[src/design/jtl_pkg.sv]
`timescale 1ns / 1ps
// Shared types, codes and character helpers of the JSON token lexer.
// Depends on nothing; the lexer and the checker take from it by scoped names, the bench imports it.
package jtl_pkg;

  typedef enum logic [2:0] {
    MODE_BASE   = 3'd0,
    MODE_STRING = 3'd1,
    MODE_NUMBER = 3'd2,
    MODE_TRUE   = 3'd3,
    MODE_FALSE  = 3'd4,
    MODE_NULL   = 3'd5,
    MODE_ERROR  = 3'd6
  } mode_t;

  localparam logic [3:0] KIND_LBRACE    = 4'd0;
  localparam logic [3:0] KIND_RBRACE    = 4'd1;
  localparam logic [3:0] KIND_LBRACKET  = 4'd2;
  localparam logic [3:0] KIND_RBRACKET  = 4'd3;
  localparam logic [3:0] KIND_STRING    = 4'd4;
  localparam logic [3:0] KIND_STR_PART  = 4'd5;
  localparam logic [3:0] KIND_NUMBER    = 4'd6;
  localparam logic [3:0] KIND_NUM_PART  = 4'd7;
  localparam logic [3:0] KIND_SMALL_NUM = 4'd8;
  localparam logic [3:0] KIND_TRUE      = 4'd9;
  localparam logic [3:0] KIND_FALSE     = 4'd10;
  localparam logic [3:0] KIND_NULL      = 4'd11;
  localparam logic [3:0] KIND_ERROR     = 4'd12;

  localparam logic [7:0] CH_LBRACE   = 8'h7B;
  localparam logic [7:0] CH_RBRACE   = 8'h7D;
  localparam logic [7:0] CH_LBRACKET = 8'h5B;
  localparam logic [7:0] CH_RBRACKET = 8'h5D;
  localparam logic [7:0] CH_QUOTE    = 8'h22;
  localparam logic [7:0] CH_BSLASH   = 8'h5C;
  localparam logic [7:0] CH_MINUS    = 8'h2D;
  localparam logic [7:0] CH_PLUS     = 8'h2B;
  localparam logic [7:0] CH_DOT      = 8'h2E;
  localparam logic [7:0] CH_ZERO     = 8'h30;
  localparam logic [7:0] CH_NINE     = 8'h39;
  localparam logic [7:0] CH_PRINT_LO = 8'd32;
  localparam logic [7:0] CH_PRINT_HI = 8'd126;

  localparam logic [4:0] DIGIT_CAP   = 5'd18;
  localparam logic [4:0] DIGITS_RST  = 5'd18;
  localparam int         FIFO_DEPTH  = 4;
  localparam int         FIFO_AW     = 2;

  typedef struct packed {
    logic [3:0]         token_kind;
    logic [15:0]        token_start;
    logic [16:0]        token_length;
    logic signed [60:0] extra_value;
    logic               last_of_run;
  } tok_t;

  function automatic tok_t mk_tok(input logic [3:0] kind, input logic [15:0] start,
                                  input logic [16:0] len, input logic [60:0] extra);
    tok_t t;
    t.token_kind   = kind;
    t.token_start  = start;
    t.token_length = len;
    t.extra_value  = extra;
    t.last_of_run  = 1'b0;
    return t;
  endfunction

  function automatic logic is_gap(input logic [7:0] b);
    return (b == 8'h3A) || (b == 8'h2C) || (b == 8'h20) || ((b >= 8'd9) && (b <= 8'd13));
  endfunction

  function automatic logic is_digit(input logic [7:0] b);
    return (b >= CH_ZERO) && (b <= CH_NINE);
  endfunction

  function automatic logic is_numch(input logic [7:0] b);
    return is_digit(b) || (b == CH_MINUS) || (b == CH_DOT) || (b == CH_PLUS) ||
           (b == 8'h65) || (b == 8'h45);
  endfunction

  // Expected byte of a literal word at a given index.
  function automatic logic [7:0] word_char(input mode_t m, input logic [2:0] idx);
    logic [7:0] c;
    c = 8'h00;
    case (m)
      MODE_TRUE: begin
        case (idx)
          3'd0: c = 8'h74;
          3'd1: c = 8'h72;
          3'd2: c = 8'h75;
          3'd3: c = 8'h65;
          default: c = 8'h00;
        endcase
      end
      MODE_FALSE: begin
        case (idx)
          3'd0: c = 8'h66;
          3'd1: c = 8'h61;
          3'd2: c = 8'h6C;
          3'd3: c = 8'h73;
          3'd4: c = 8'h65;
          default: c = 8'h00;
        endcase
      end
      MODE_NULL: begin
        case (idx)
          3'd0: c = 8'h6E;
          3'd1: c = 8'h75;
          3'd2: c = 8'h6C;
          3'd3: c = 8'h6C;
          default: c = 8'h00;
        endcase
      end
      default: c = 8'h00;
    endcase
    return c;
  endfunction

endpackage

[src/design/jtl_in_if.sv]
`timescale 1ns / 1ps
// Input channel of the JSON token lexer: one text byte per item.
// Stand-alone; no package needed.
interface jtl_in_if;
  logic       valid;
  logic       ready;
  logic [7:0] data_byte;
  logic       chunk_end;

  modport source(output valid, output data_byte, output chunk_end, input ready);
  modport sink(input valid, input data_byte, input chunk_end, output ready);
endinterface

[src/design/jtl_out_if.sv]
`timescale 1ns / 1ps
// Result channel of the JSON token lexer: one token per item.
// Stand-alone; no package needed.
interface jtl_out_if;
  logic               valid;
  logic               ready;
  logic [3:0]         token_kind;
  logic [15:0]        token_start;
  logic [16:0]        token_length;
  logic signed [60:0] extra_value;
  logic               last_of_run;

  modport source(output valid, output token_kind, output token_start, output token_length,
                 output extra_value, output last_of_run, input ready);
  modport sink(input valid, input token_kind, input token_start, input token_length,
               input extra_value, input last_of_run, output ready);
endinterface

[src/design/json_token_lexer.sv]
`timescale 1ns / 1ps
// A token goes into the token queue when the byte that causes it is accepted.
// Throughput: one byte per cycle; a byte yields zero, one or two tokens, and the
// four-entry token queue drains one token per cycle while out_if.ready is high, so
// in_if.ready drops only while more than two tokens are waiting there.
// Reset: rst_n is synchronous and active low; it clears the lexer state, empties the
// queue and sets max_digits back to 18. There is no clearing pass.
module json_token_lexer #(
  parameter longint unsigned MAX_CHUNK = 65536
) (
  input  logic            clk,
  input  logic            rst_n,
  jtl_in_if.sink          in_if,
  jtl_out_if.source       out_if,
  input  logic            cfg_we,
  input  logic [4:0]      cfg_wdata
);

  // Chunk positions saturate at MAX_CHUNK-1, so they need POS_W bits. A string's span
  // starts one past its quote and may reach MAX_CHUNK, hence one more bit there.
  // Length arithmetic is done in CW bits, which is at least the 17-bit field width,
  // so wraparound in the low bits matches modular arithmetic on the full values.
  localparam int POS_W = (MAX_CHUNK > 2) ? $clog2(MAX_CHUNK) : 1;
  localparam int CW    = (POS_W + 1 > 17) ? POS_W + 1 : 17;
  localparam logic [POS_W-1:0] POS_MAX = POS_W'(MAX_CHUNK - 1);

  // Lexer state.
  jtl_pkg::mode_t   mode_r, mode_nxt;
  logic [2:0]       idx_r, idx_nxt;
  logic             esc_r, esc_nxt;
  logic             cont_r, cont_nxt;
  logic             spec_r, spec_nxt;
  logic [POS_W-1:0] pos_r, pos_nxt;
  logic [POS_W:0]   ss_r, ss_nxt;
  logic [59:0]      acc_r, acc_nxt;
  logic [4:0]       dcnt_r, dcnt_nxt;
  logic             dot_r, dot_nxt;
  logic [4:0]       frac_r, frac_nxt;
  logic             neg_r, neg_nxt;
  logic             inv_r, inv_nxt;
  logic [4:0]       max_digits_r;

  // Token queue between the lexer and the result channel.
  jtl_pkg::tok_t              q_mem [jtl_pkg::FIFO_DEPTH];
  logic [jtl_pkg::FIFO_AW-1:0] wp_r, rp_r;
  logic [jtl_pkg::FIFO_AW:0]   cnt_r;

  jtl_pkg::tok_t res_v [2];
  logic [1:0]    nres;
  logic          accept, pop;
  logic [4:0]    lim;

  assign accept = in_if.valid && in_if.ready;
  assign pop    = out_if.valid && out_if.ready;

  // Space for two more tokens is kept free, since one byte can produce two.
  assign in_if.ready = (cnt_r <= (jtl_pkg::FIFO_AW + 1)'(jtl_pkg::FIFO_DEPTH - 2));
  assign lim = (max_digits_r > jtl_pkg::DIGIT_CAP) ? jtl_pkg::DIGIT_CAP : max_digits_r;

  // All work for one byte: the old state and the byte give the next state and up to
  // two tokens. The steps follow one another in the same order as the lexer rules:
  // string body, then literal word, then number end, then base byte, then number body.
  always_comb begin
    logic [7:0]    b;
    logic          e;
    logic          closed;
    logic          fail;
    logic [CW-1:0] pos_x;
    logic [CW-1:0] len_x;
    logic [60:0]   flag;
    logic [60:0]   sval;
    logic [2:0]    wlen;
    logic [3:0]    wkind;

    b        = in_if.data_byte;
    e        = in_if.chunk_end;
    pos_x    = CW'(pos_r);
    closed   = 1'b0;
    fail     = 1'b0;
    len_x    = '0;
    flag     = '0;
    sval     = '0;
    wlen     = 3'd4;
    wkind    = jtl_pkg::KIND_TRUE;

    mode_nxt = mode_r;
    idx_nxt  = idx_r;
    esc_nxt  = esc_r;
    cont_nxt = cont_r;
    spec_nxt = spec_r;
    pos_nxt  = pos_r;
    ss_nxt   = ss_r;
    acc_nxt  = acc_r;
    dcnt_nxt = dcnt_r;
    dot_nxt  = dot_r;
    frac_nxt = frac_r;
    neg_nxt  = neg_r;
    inv_nxt  = inv_r;
    nres     = 2'd0;
    res_v[0] = '0;
    res_v[1] = '0;

    if (mode_r == jtl_pkg::MODE_STRING) begin
      // Inside a string: track escapes and non-printable bytes until the closing quote.
      if ((b < jtl_pkg::CH_PRINT_LO) || (b > jtl_pkg::CH_PRINT_HI)) begin
        spec_nxt = 1'b1;
      end
      if (esc_r) begin
        esc_nxt = 1'b0;
      end else if (b == jtl_pkg::CH_BSLASH) begin
        esc_nxt  = 1'b1;
        spec_nxt = 1'b1;
      end else if (b == jtl_pkg::CH_QUOTE) begin
        closed = 1'b1;
      end
      if (closed) begin
        // A continued string reports "final part"; otherwise clean is all ones (-1).
        flag  = cont_r ? 61'd1 : (spec_nxt ? 61'd0 : '1);
        len_x = pos_x - CW'(ss_nxt);
        res_v[nres[0]] = jpkg_tok(jtl_pkg::KIND_STRING, CW'(ss_nxt), len_x, flag);
        nres     = nres + 2'd1;
        mode_nxt = jtl_pkg::MODE_BASE;
      end else if (e) begin
        len_x = pos_x + CW'(1) - CW'(ss_nxt);
        res_v[nres[0]] = jpkg_tok(jtl_pkg::KIND_STR_PART, CW'(ss_nxt), len_x, 61'd0);
        nres     = nres + 2'd1;
        cont_nxt = 1'b1;
      end
    end else if (mode_r != jtl_pkg::MODE_ERROR) begin
      // Literal words: match byte by byte, then require a delimiter after the word.
      if ((mode_r == jtl_pkg::MODE_TRUE) || (mode_r == jtl_pkg::MODE_FALSE) ||
          (mode_r == jtl_pkg::MODE_NULL)) begin
        wlen  = (mode_r == jtl_pkg::MODE_FALSE) ? 3'd5 : 3'd4;
        wkind = (mode_r == jtl_pkg::MODE_TRUE) ? jtl_pkg::KIND_TRUE :
                ((mode_r == jtl_pkg::MODE_FALSE) ? jtl_pkg::KIND_FALSE : jtl_pkg::KIND_NULL);
        if (idx_r >= wlen) begin
          if (jtl_pkg::is_gap(b) || (b == jtl_pkg::CH_RBRACKET) ||
              (b == jtl_pkg::CH_RBRACE)) begin
            res_v[nres[0]] = jpkg_tok(wkind, pos_x, CW'(idx_r), 61'd0);
            nres     = nres + 2'd1;
            mode_nxt = jtl_pkg::MODE_BASE;
          end else begin
            fail = 1'b1;
          end
        end else if (jtl_pkg::word_char(mode_r, idx_r) != b) begin
          fail = 1'b1;
        end else begin
          idx_nxt = idx_r + 3'd1;
        end
        if (fail) begin
          res_v[nres[0]] = jpkg_tok(jtl_pkg::KIND_ERROR, pos_x, CW'(0), 61'd0);
          nres     = nres + 2'd1;
          mode_nxt = jtl_pkg::MODE_ERROR;
        end
      end

      // A byte that cannot belong to a number closes it; the byte is then lexed again.
      if ((mode_nxt == jtl_pkg::MODE_NUMBER) && !jtl_pkg::is_numch(b)) begin
        if (inv_r) begin
          len_x = pos_x - CW'(ss_nxt);
          res_v[nres[0]] = jpkg_tok(jtl_pkg::KIND_NUMBER, CW'(ss_nxt), len_x,
                                    {60'd0, cont_r});
        end else begin
          sval = neg_r ? (61'd0 - {1'b0, acc_r}) : {1'b0, acc_r};
          res_v[nres[0]] = jpkg_tok(jtl_pkg::KIND_SMALL_NUM, CW'(ss_nxt), CW'(frac_r), sval);
        end
        nres     = nres + 2'd1;
        mode_nxt = jtl_pkg::MODE_BASE;
      end

      // Base byte: structural tokens, starts of strings, words and numbers.
      if (mode_nxt == jtl_pkg::MODE_BASE) begin
        if (jtl_pkg::is_gap(b)) begin
          // Whitespace, colon and comma produce nothing.
        end else if (b == jtl_pkg::CH_LBRACE) begin
          res_v[nres[0]] = jpkg_tok(jtl_pkg::KIND_LBRACE, pos_x, CW'(1), 61'd0);
          nres = nres + 2'd1;
        end else if (b == jtl_pkg::CH_RBRACE) begin
          res_v[nres[0]] = jpkg_tok(jtl_pkg::KIND_RBRACE, pos_x, CW'(1), 61'd0);
          nres = nres + 2'd1;
        end else if (b == jtl_pkg::CH_LBRACKET) begin
          res_v[nres[0]] = jpkg_tok(jtl_pkg::KIND_LBRACKET, pos_x, CW'(1), 61'd0);
          nres = nres + 2'd1;
        end else if (b == jtl_pkg::CH_RBRACKET) begin
          res_v[nres[0]] = jpkg_tok(jtl_pkg::KIND_RBRACKET, pos_x, CW'(1), 61'd0);
          nres = nres + 2'd1;
        end else if (b == jtl_pkg::CH_QUOTE) begin
          mode_nxt = jtl_pkg::MODE_STRING;
          cont_nxt = 1'b0;
          esc_nxt  = 1'b0;
          spec_nxt = 1'b0;
          ss_nxt   = {1'b0, pos_r} + (POS_W + 1)'(1);
        end else if (b == jtl_pkg::word_char(jtl_pkg::MODE_TRUE, 3'd0)) begin
          mode_nxt = jtl_pkg::MODE_TRUE;
          idx_nxt  = 3'd1;
        end else if (b == jtl_pkg::word_char(jtl_pkg::MODE_FALSE, 3'd0)) begin
          mode_nxt = jtl_pkg::MODE_FALSE;
          idx_nxt  = 3'd1;
        end else if (b == jtl_pkg::word_char(jtl_pkg::MODE_NULL, 3'd0)) begin
          mode_nxt = jtl_pkg::MODE_NULL;
          idx_nxt  = 3'd1;
        end else if (jtl_pkg::is_numch(b)) begin
          mode_nxt = jtl_pkg::MODE_NUMBER;
          cont_nxt = 1'b0;
          ss_nxt   = {1'b0, pos_r};
          acc_nxt  = '0;
          dcnt_nxt = '0;
          dot_nxt  = 1'b0;
          frac_nxt = '0;
          neg_nxt  = 1'b0;
          inv_nxt  = 1'b0;
        end else begin
          res_v[nres[0]] = jpkg_tok(jtl_pkg::KIND_ERROR, pos_x, CW'(0), 61'd0);
          nres     = nres + 2'd1;
          mode_nxt = jtl_pkg::MODE_ERROR;
        end
      end

      // Number body: a leading minus, at most lim digits and at most one dot keep it small.
      if ((mode_nxt == jtl_pkg::MODE_NUMBER) && jtl_pkg::is_numch(b)) begin
        if (!inv_nxt) begin
          if ((pos_x == CW'(ss_nxt)) && (b == jtl_pkg::CH_MINUS)) begin
            neg_nxt = 1'b1;
          end else if (jtl_pkg::is_digit(b)) begin
            dcnt_nxt = dcnt_nxt + 5'd1;
            acc_nxt  = (acc_nxt << 3) + (acc_nxt << 1) + 60'(b - jtl_pkg::CH_ZERO);
            if (dot_nxt) begin
              frac_nxt = frac_nxt + 5'd1;
            end
          end else if ((b == jtl_pkg::CH_DOT) && !dot_nxt) begin
            dot_nxt = 1'b1;
          end else begin
            inv_nxt = 1'b1;
          end
          if (dcnt_nxt > lim) begin
            inv_nxt = 1'b1;
          end
        end
        if (e) begin
          // The rest of a number split across chunks always comes out as a span.
          len_x = pos_x + CW'(1) - CW'(ss_nxt);
          res_v[nres[0]] = jpkg_tok(jtl_pkg::KIND_NUM_PART, CW'(ss_nxt), len_x,
                                    {60'd0, cont_nxt});
          nres     = nres + 2'd1;
          cont_nxt = 1'b1;
          inv_nxt  = 1'b1;
        end
      end
    end

    if (nres == 2'd1) begin
      res_v[0].last_of_run = 1'b1;
    end else if (nres == 2'd2) begin
      res_v[1].last_of_run = 1'b1;
    end

    // Offsets restart at every chunk and stick at the top of their range.
    if (e) begin
      pos_nxt  = '0;
      ss_nxt   = '0;
      spec_nxt = 1'b0;
    end else if (pos_r != POS_MAX) begin
      pos_nxt = pos_r + POS_W'(1);
    end
  end

  // Builds a token from CW-bit offset and length values, keeping the field widths.
  function automatic jtl_pkg::tok_t jpkg_tok(input logic [3:0] kind, input logic [CW-1:0] start,
                                             input logic [CW-1:0] len, input logic [60:0] extra);
    return jtl_pkg::mk_tok(kind, start[15:0], len[16:0], extra);
  endfunction

  always_ff @(posedge clk) begin
    if (!rst_n) begin
      mode_r <= jtl_pkg::MODE_BASE;
      idx_r  <= '0;
      esc_r  <= 1'b0;
      cont_r <= 1'b0;
      spec_r <= 1'b0;
      pos_r  <= '0;
      ss_r   <= '0;
      acc_r  <= '0;
      dcnt_r <= '0;
      dot_r  <= 1'b0;
      frac_r <= '0;
      neg_r  <= 1'b0;
      inv_r  <= 1'b0;
    end else if (accept) begin
      mode_r <= mode_nxt;
      idx_r  <= idx_nxt;
      esc_r  <= esc_nxt;
      cont_r <= cont_nxt;
      spec_r <= spec_nxt;
      pos_r  <= pos_nxt;
      ss_r   <= ss_nxt;
      acc_r  <= acc_nxt;
      dcnt_r <= dcnt_nxt;
      dot_r  <= dot_nxt;
      frac_r <= frac_nxt;
      neg_r  <= neg_nxt;
      inv_r  <= inv_nxt;
    end
  end

  always_ff @(posedge clk) begin
    if (!rst_n) begin
      max_digits_r <= jtl_pkg::DIGITS_RST;
    end else if (cfg_we) begin
      max_digits_r <= cfg_wdata;
    end
  end

  // Queue pointers: up to two tokens go in and one comes out per cycle while out_if.ready is high.
  always_ff @(posedge clk) begin
    if (!rst_n) begin
      wp_r  <= '0;
      rp_r  <= '0;
      cnt_r <= '0;
    end else begin
      wp_r  <= wp_r + (accept ? jtl_pkg::FIFO_AW'(nres) : '0);
      rp_r  <= rp_r + (pop ? jtl_pkg::FIFO_AW'(1) : '0);
      cnt_r <= cnt_r + (accept ? (jtl_pkg::FIFO_AW + 1)'(nres) : '0)
                     - (pop ? (jtl_pkg::FIFO_AW + 1)'(1) : '0);
    end
  end

  always_ff @(posedge clk) begin
    if (accept && (nres != 2'd0)) begin
      q_mem[wp_r] <= res_v[0];
    end
    if (accept && (nres == 2'd2)) begin
      q_mem[wp_r + jtl_pkg::FIFO_AW'(1)] <= res_v[1];
    end
  end

  assign out_if.valid        = (cnt_r != '0);
  assign out_if.token_kind   = q_mem[rp_r].token_kind;
  assign out_if.token_start  = q_mem[rp_r].token_start;
  assign out_if.token_length = q_mem[rp_r].token_length;
  assign out_if.extra_value  = q_mem[rp_r].extra_value;
  assign out_if.last_of_run  = q_mem[rp_r].last_of_run;

endmodule

[src/flat_wrapper.sv]
// flat-port wrapper written by rule: the top's interface ports become plain ports
module json_token_lexer_flat 
#(
  parameter longint unsigned MAX_CHUNK = 65536
)
  (clk, rst_n, cfg_we, cfg_wdata, in_if_valid, in_if_data_byte, in_if_chunk_end, in_if_ready, out_if_valid, out_if_token_kind, out_if_token_start, out_if_token_length, out_if_extra_value, out_if_last_of_run, out_if_ready);
  jtl_in_if in_if_i ();
  jtl_out_if out_if_i ();
  input  logic clk;
  input  logic rst_n;
  input  logic cfg_we;
  input  logic [4:0] cfg_wdata;
  input wire logic [$bits(in_if_i.valid)-1:0] in_if_valid;
  input wire logic [$bits(in_if_i.data_byte)-1:0] in_if_data_byte;
  input wire logic [$bits(in_if_i.chunk_end)-1:0] in_if_chunk_end;
  output wire logic [$bits(in_if_i.ready)-1:0] in_if_ready;
  output wire logic [$bits(out_if_i.valid)-1:0] out_if_valid;
  output wire logic [$bits(out_if_i.token_kind)-1:0] out_if_token_kind;
  output wire logic [$bits(out_if_i.token_start)-1:0] out_if_token_start;
  output wire logic [$bits(out_if_i.token_length)-1:0] out_if_token_length;
  output wire logic [$bits(out_if_i.extra_value)-1:0] out_if_extra_value;
  output wire logic [$bits(out_if_i.last_of_run)-1:0] out_if_last_of_run;
  input wire logic [$bits(out_if_i.ready)-1:0] out_if_ready;
  assign in_if_i.valid = in_if_valid;
  assign in_if_i.data_byte = in_if_data_byte;
  assign in_if_i.chunk_end = in_if_chunk_end;
  assign in_if_ready = in_if_i.ready;
  assign out_if_valid = out_if_i.valid;
  assign out_if_token_kind = out_if_i.token_kind;
  assign out_if_token_start = out_if_i.token_start;
  assign out_if_token_length = out_if_i.token_length;
  assign out_if_extra_value = out_if_i.extra_value;
  assign out_if_last_of_run = out_if_i.last_of_run;
  assign out_if_i.ready = out_if_ready;
  json_token_lexer #(.MAX_CHUNK(MAX_CHUNK)) u_core (.clk(clk), .rst_n(rst_n), .in_if(in_if_i), .out_if(out_if_i), .cfg_we(cfg_we), .cfg_wdata(cfg_wdata));
endmodule
[config.mk]
export PLATFORM = sky130hd
export DESIGN_NAME = json_token_lexer_flat
export DESIGN_NICKNAME = d
export VERILOG_FILES = /design/src/design/jtl_pkg.sv /design/src/design/jtl_in_if.sv /design/src/design/jtl_out_if.sv /design/src/design/json_token_lexer.sv /design/src/flat_wrapper.sv
export SDC_FILE = /design/constraint.sdc
export NUM_CORES = 2
export LEC_CHECK = 0
export BUFFER_PORTS_ARGS = -buffer_cell sky130_fd_sc_hd__buf_2
export CORE_ASPECT_RATIO = 1.1
export CORE_MARGIN = 2
export CORE_UTILIZATION = 63
export CTS_BUF_LIST = sky130_fd_sc_hd__clkbuf_8 sky130_fd_sc_hd__clkbuf_16
export CTS_CLUSTER_DIAMETER = 150
export DETAILED_ROUTE_END_ITERATION = 8
export GPL_ROUTABILITY_DRIVEN = 0
export PLACE_DENSITY = 0.82
export SYNTH_ARGS = -nofsm -noshare
export SYNTH_HDL_FRONTEND = slang
export SYNTH_SLANG_ARGS = --single-unit
[constraint.sdc]
create_clock -name clk -period 10.6 [get_ports clk]
set_clock_uncertainty 0.1 [all_clocks]
set_input_delay 0.53 -clock clk [delete_from_list [all_inputs] [get_ports clk]]
set_output_delay 0.53 -clock clk [all_outputs]
set_load 0.005 [all_outputs]
# Word level (Yosys, flattened, before mapping)
# Memory sizes are Yosys's and may differ from the RTL's. A register that Yosys moved wholly into a read port is not among the register bits.
# Cells that the tools add are included.
# word_totals
word_cells,475
reg_bits,127
ramBits,396
memories,1
# memory_table
name,words,word_bits,rd,rd_ports_with_merged_regs,write_ports,line_no,rtl
u_core.q_mem,4,99,1,1,2,json_token_lexer.sv:44,jtl_pkg::tok_t q_mem [jtl_pkg::FIFO_DEPTH];
# op_classes
muxes,318
addsub,21
n_bitwise,5
eq_ne,46
reduce_logical,49
order_cmp,18
# op_table
cell,n
$mux W198,24
$bwmux W198,9
$mux W99,12
$mux W60,17
$demux W99 S1,4
$mux W17,16
$mux W5,40
$mux W61,3
$add A60 B60 Y60,2
$mux W3,38
$mux W1,111
$mux W98,1
$eq A8 B7 Y1 const B,10
$mux W2,32
$sub A1 B60 Y61 const A,1
$eq A8 B6 Y1 const B,7
$pmux W7 S5,1
$sub A17 B17 Y17,2
$mux W16,2
$mux W8,4
$pmux W7 S4,1
$pmux W8 S3,1
$pmux W7 S3,1
$reduce_and A9 Y1,2
other kinds (47),116

# Longest topological paths before layout
# depth
word_depth,49
mapped_depth,30
ltp_nobuf,28

# Worst setup path after synthesis
# OpenSTA, ideal clock, no wires.
# synth_timing
kind,register to register
from,reg u_core.idx_r[2]
to,"mem u_core.q_mem[1][0] (netlist name), enable pin"
arrival_ns,8.247
slack_ns,1.695
path_buffers,1
stages_incl_launch_ff,19
required_ns,9.942
setup_ns,0.558
path_cell_list,dfxtp_1 -> clkbuf_1 -> inv_1 -> ha_1 -> nand2b_1 -> a21oi_1 -> or3_1 -> a2111oi_0 -> a41oi_1 -> ha_1 -> nand2_1 -> o21ai_0 -> a22oi_1 -> a2111oi_2 -> and3_1 -> o21ai_1 -> o21ai_0 -> o21ai_0 -> nor2_1
# synth_rtl
element,line_no,rtl
start: declaration,json_token_lexer.sv:29,"logic [2:0] idx_r, idx_nxt;"
start signal: assignment,json_token_lexer.sv:290,idx_r <= idx_nxt;
end: declaration,json_token_lexer.sv:44,

# Final worst setup path
# layout_timing
from,reg u_core.mode_r[2]
to,reg u_core.acc_r[58]
# layout_via
elab_chain_len,32
elab_cells_between_ends,61
cone_classes,2 x add/sub; 1 x order compare; 9 x eq/ne; 41 x mux; 1 x bitwise; 7 x reduce/logical
# layout_lines
element,line_no,rtl
start: declaration,json_token_lexer.sv:28,"jtl_pkg::mode_t mode_r, mode_nxt;"
start signal: assignment,json_token_lexer.sv:275,mode_r <= jtl_pkg::MODE_BASE;
start signal: assignment,json_token_lexer.sv:289,mode_r <= mode_nxt;
"parallel branches: the longest is 32 deep, another holds $pmux W8 S3",--,
end signal: assignment,json_token_lexer.sv:296,acc_r <= acc_nxt;
end: declaration,json_token_lexer.sv:35,"logic [59:0] acc_r, acc_nxt;"
# Several ways; the timed one is not identified. The select of a mux whose other input is x is not followed.
# A chain may end at the register's enable or synchronous reset.

==> out/qor.yml <==
final_area_um2: 35800
irDropWorstVdd_v: 0.000169
yosysUniqueCellTypes: 95
synth_common_cells: "nor2_1 (489), edfxtp_1 (396), a21oi_1 (333), nand2_1 (241), clkbuf_1 (161)"
path_clk_slew_ps: 60
drv_slew: 0
synth.most_common_cell: "nor2_1"
dp_hpwl_mm: 61.6
synthFlopType: "edfxtp_1"
syn_area_um2: 33100
hold_class: "input port to register"
drt_iter0_drc: 4247
min_period_ps: 8400
synthCells: 3334
rows: 88
synthesis.nets: 3548
setup_viol: 0
power_mw: 6.16
final_layout_size_suffix_gt1_share_pct: 11.6
antenna_left: 0
synth_warnings: 0
fp.coreArea_um2: 52200
yosys.area.top_type_share_pct: 35.9
power_density_nw_per_um2: 172
power_leakage_nw: 14.4
start_util_pct: 63.5
max_freq_ghz: 0.119
clkSinkCount: 523
tns_ps: 0
arrival_ps: 8820
outcome: "complete, but fails checks"
die_area_um2: 54400
die_y_um: 245
grt_pass1_vias: 26429
crit_start: "u_core.mode_r[2]$_SDFFE_PN0P_"
die_x_um: 223
synth_edf_count: 396
drc: 19
portBuffers: 119
clkLatencyLatePin_ps: 620
violations: "design-rule violations"
via_count: 27651
synth_area_leaders: "edfxtp_1 (36%), dfxtp_1 (7.7%), mux4_2 (6.7%), nor2_1 (5.5%), ha_1 (5.1%)"
tightest_slew_ps: 1290
cts_root_buf: "clkbuf_16"
min_from: "cfg_wdata[1]"
grt_setup_unrepaired: "no"
routed_via_density: 6.83
critPathKind: "register to register"
io_pins: 120
utilization_pct: 68.6
antenna_found_initial: 1
period_share_pct: 79.2
routed_wl_mm: 93.4
wl_per_cell_um: 23.1
synth_seq_cells: 523
cts_setup_buffers: 0
cts_inserted_buffers: 52
cts_buffer_depth: 3
nFillCells: 3645
syn2layout_area_growth_pct: 8.07
r2r_start: "u_core.mode_r[2]$_SDFFE_PN0P_"
firstDrtPassIters: 9
dpl_cell_area_um2: 34100
hold_violations: 0
slew_headroom_pct: 14.1
fin_nets: 3544
cp_max_fo: 13
synth-seq-area-share_pct: 43.6
async_reset_ff_share_pct: 0
dp.cells: 3951
cts_tree: "yes"
htreeDepth: 2
grt_usage_pct: 34.1
cap_violations: 0
cp-end-kind: "register"
yosysTopAreaCell: "edfxtp_1"
grt_first_pass_wirelength_mm: 147
fin_cells: 4049
grt_max_degree: 98
required_ps: 11020
hold_buffers: 0
start_kind: "register"
cts_resized: 0
overflow: 0
synth.avg_cell_area_um2: 9.94
==> sequential cells by signal, summed over array words and instances, names as in the netlist, 2 cells and up <==
signal               count
u_core.acc_r            60
u_core.cnt_r             3
u_core.dcnt_r            5
u_core.frac_r            5
u_core.idx_r             3
u_core.max_digits_r      5
u_core.mode_r            3
u_core.pos_r            16
u_core.q_mem           396
u_core.rp_r              2
u_core.ss_r             17
u_core.wp_r              2
==> cell usage in the layout, fill, tap and decap left out, types with 37 or more instances in the layout <==
master	netlist	routed
a21o_1	50	50
mux4_2	99	99
buf_2	32	119
a21oi_1	333	333
xor2_1	53	53
dfxtp_1	127	124
ha_1	135	135
xnor2_1	134	134
nand3_1	91	91
clkbuf_16	0	52
inv_1	141	155
fa_1	60	60
o21ai_0	143	143
and2_1	59	59
or3_1	37	37
nor3_1	52	51
nand2_1	241	240
nor2_1	489	484
edfxtp_1	396	396
==> metal layers <==
layer  up-vias  track usage (%)  routed length, um
met2      1972             53.3              42900
met5         -                0                  0
met4         0             10.2               2870
li1      12165                -                  -
met1     13254             48.0              35900
met3       260             7.50              11800
==> report_power, final <==
part	internal, mW	switching, mW
logic	0.637	0.996
registers	2.56	0.130
clock network	1.01	0.831
==> path summary, 6_finish.rpt <==
kind,endpoint,slack (ps),cells after the start
max,u_core.acc_r[58]$_SDFFE_PN0P_,2200,27
min,u_core.max_digits_r[1]$_SDFFE_PN1P_,50,3
max reg2reg,u_core.acc_r[58]$_SDFFE_PN0P_,2200,27
min reg2reg,u_core.dcnt_r[0]$_SDFFE_PN0P_,380,1
==> critical path: stages, from the launching register on <==
cell and delay (ps):
dfxtp_1 610, nor3b_1 380, ha_1 300, or3b_2 490, and2_1 250, o31ai_2 170, inv_1 260, a41oi_1 520
inv_2 150, o21ai_0 420, nor2_1 220, a21oi_1 390, ha_1 200, ha_1 190, inv_1 70, fa_1 470
nor2b_1 170, o31a_1 200, or4b_2 170, a32oi_1 160, o311ai_0 470, nand3b_1 320, a211oi_1 560, o211ai_1 180
a31oi_1 350, mux2i_1 230, a21oi_1 90, a21o_1 210
==> kinds of logic (layout without fill, tap and decap cells) <==
kind of cell | count (synthesis) | after routing | share of synthesized area, %
other | 0 | 1 | 0
xor gates and xnor gates | 187 | 187 | 4.94
and+or+nand+nor | 1146 | 1146 | 16.0
DFF | 523 | 523 | 43.6
AOI/OAI and AO/OA | 810 | 810 | 15.3
muxes | 117 | 117 | 7.29
buffers and inverters | 356 | 395 | 4.18
adders and majority gates | 195 | 195 | 8.72
==> metrics by stage <==
step           hold WS [ps]  worst slack, ps
6_report               50.7             2200
5_1_grt                60.0             1740
4_1_cts                32.7             2500
3_5_place_dp            372             2070
3_3_place_gp            346             2390
2_1_floorplan           323             1700
==> cell type report <==
| type | instances | area [um2] | share of cell area [%] |
|---|---|---|---|
| tap | 675 | 845 | 2.36 |
| sequential | 523 | 14400 | 40.3 |
| inverter | 143 | 537 | 1.50 |
| multi-input combinational | 2455 | 17400 | 48.6 |
| antenna | 1 | 2.50 | 0.00699 |
| clock buffer | 54 | 1330 | 3.71 |
| clock inverter | 43 | 352 | 0.982 |
| timing repair buffer | 155 | 891 | 2.49 |
(Power assumes the default switching activity.)
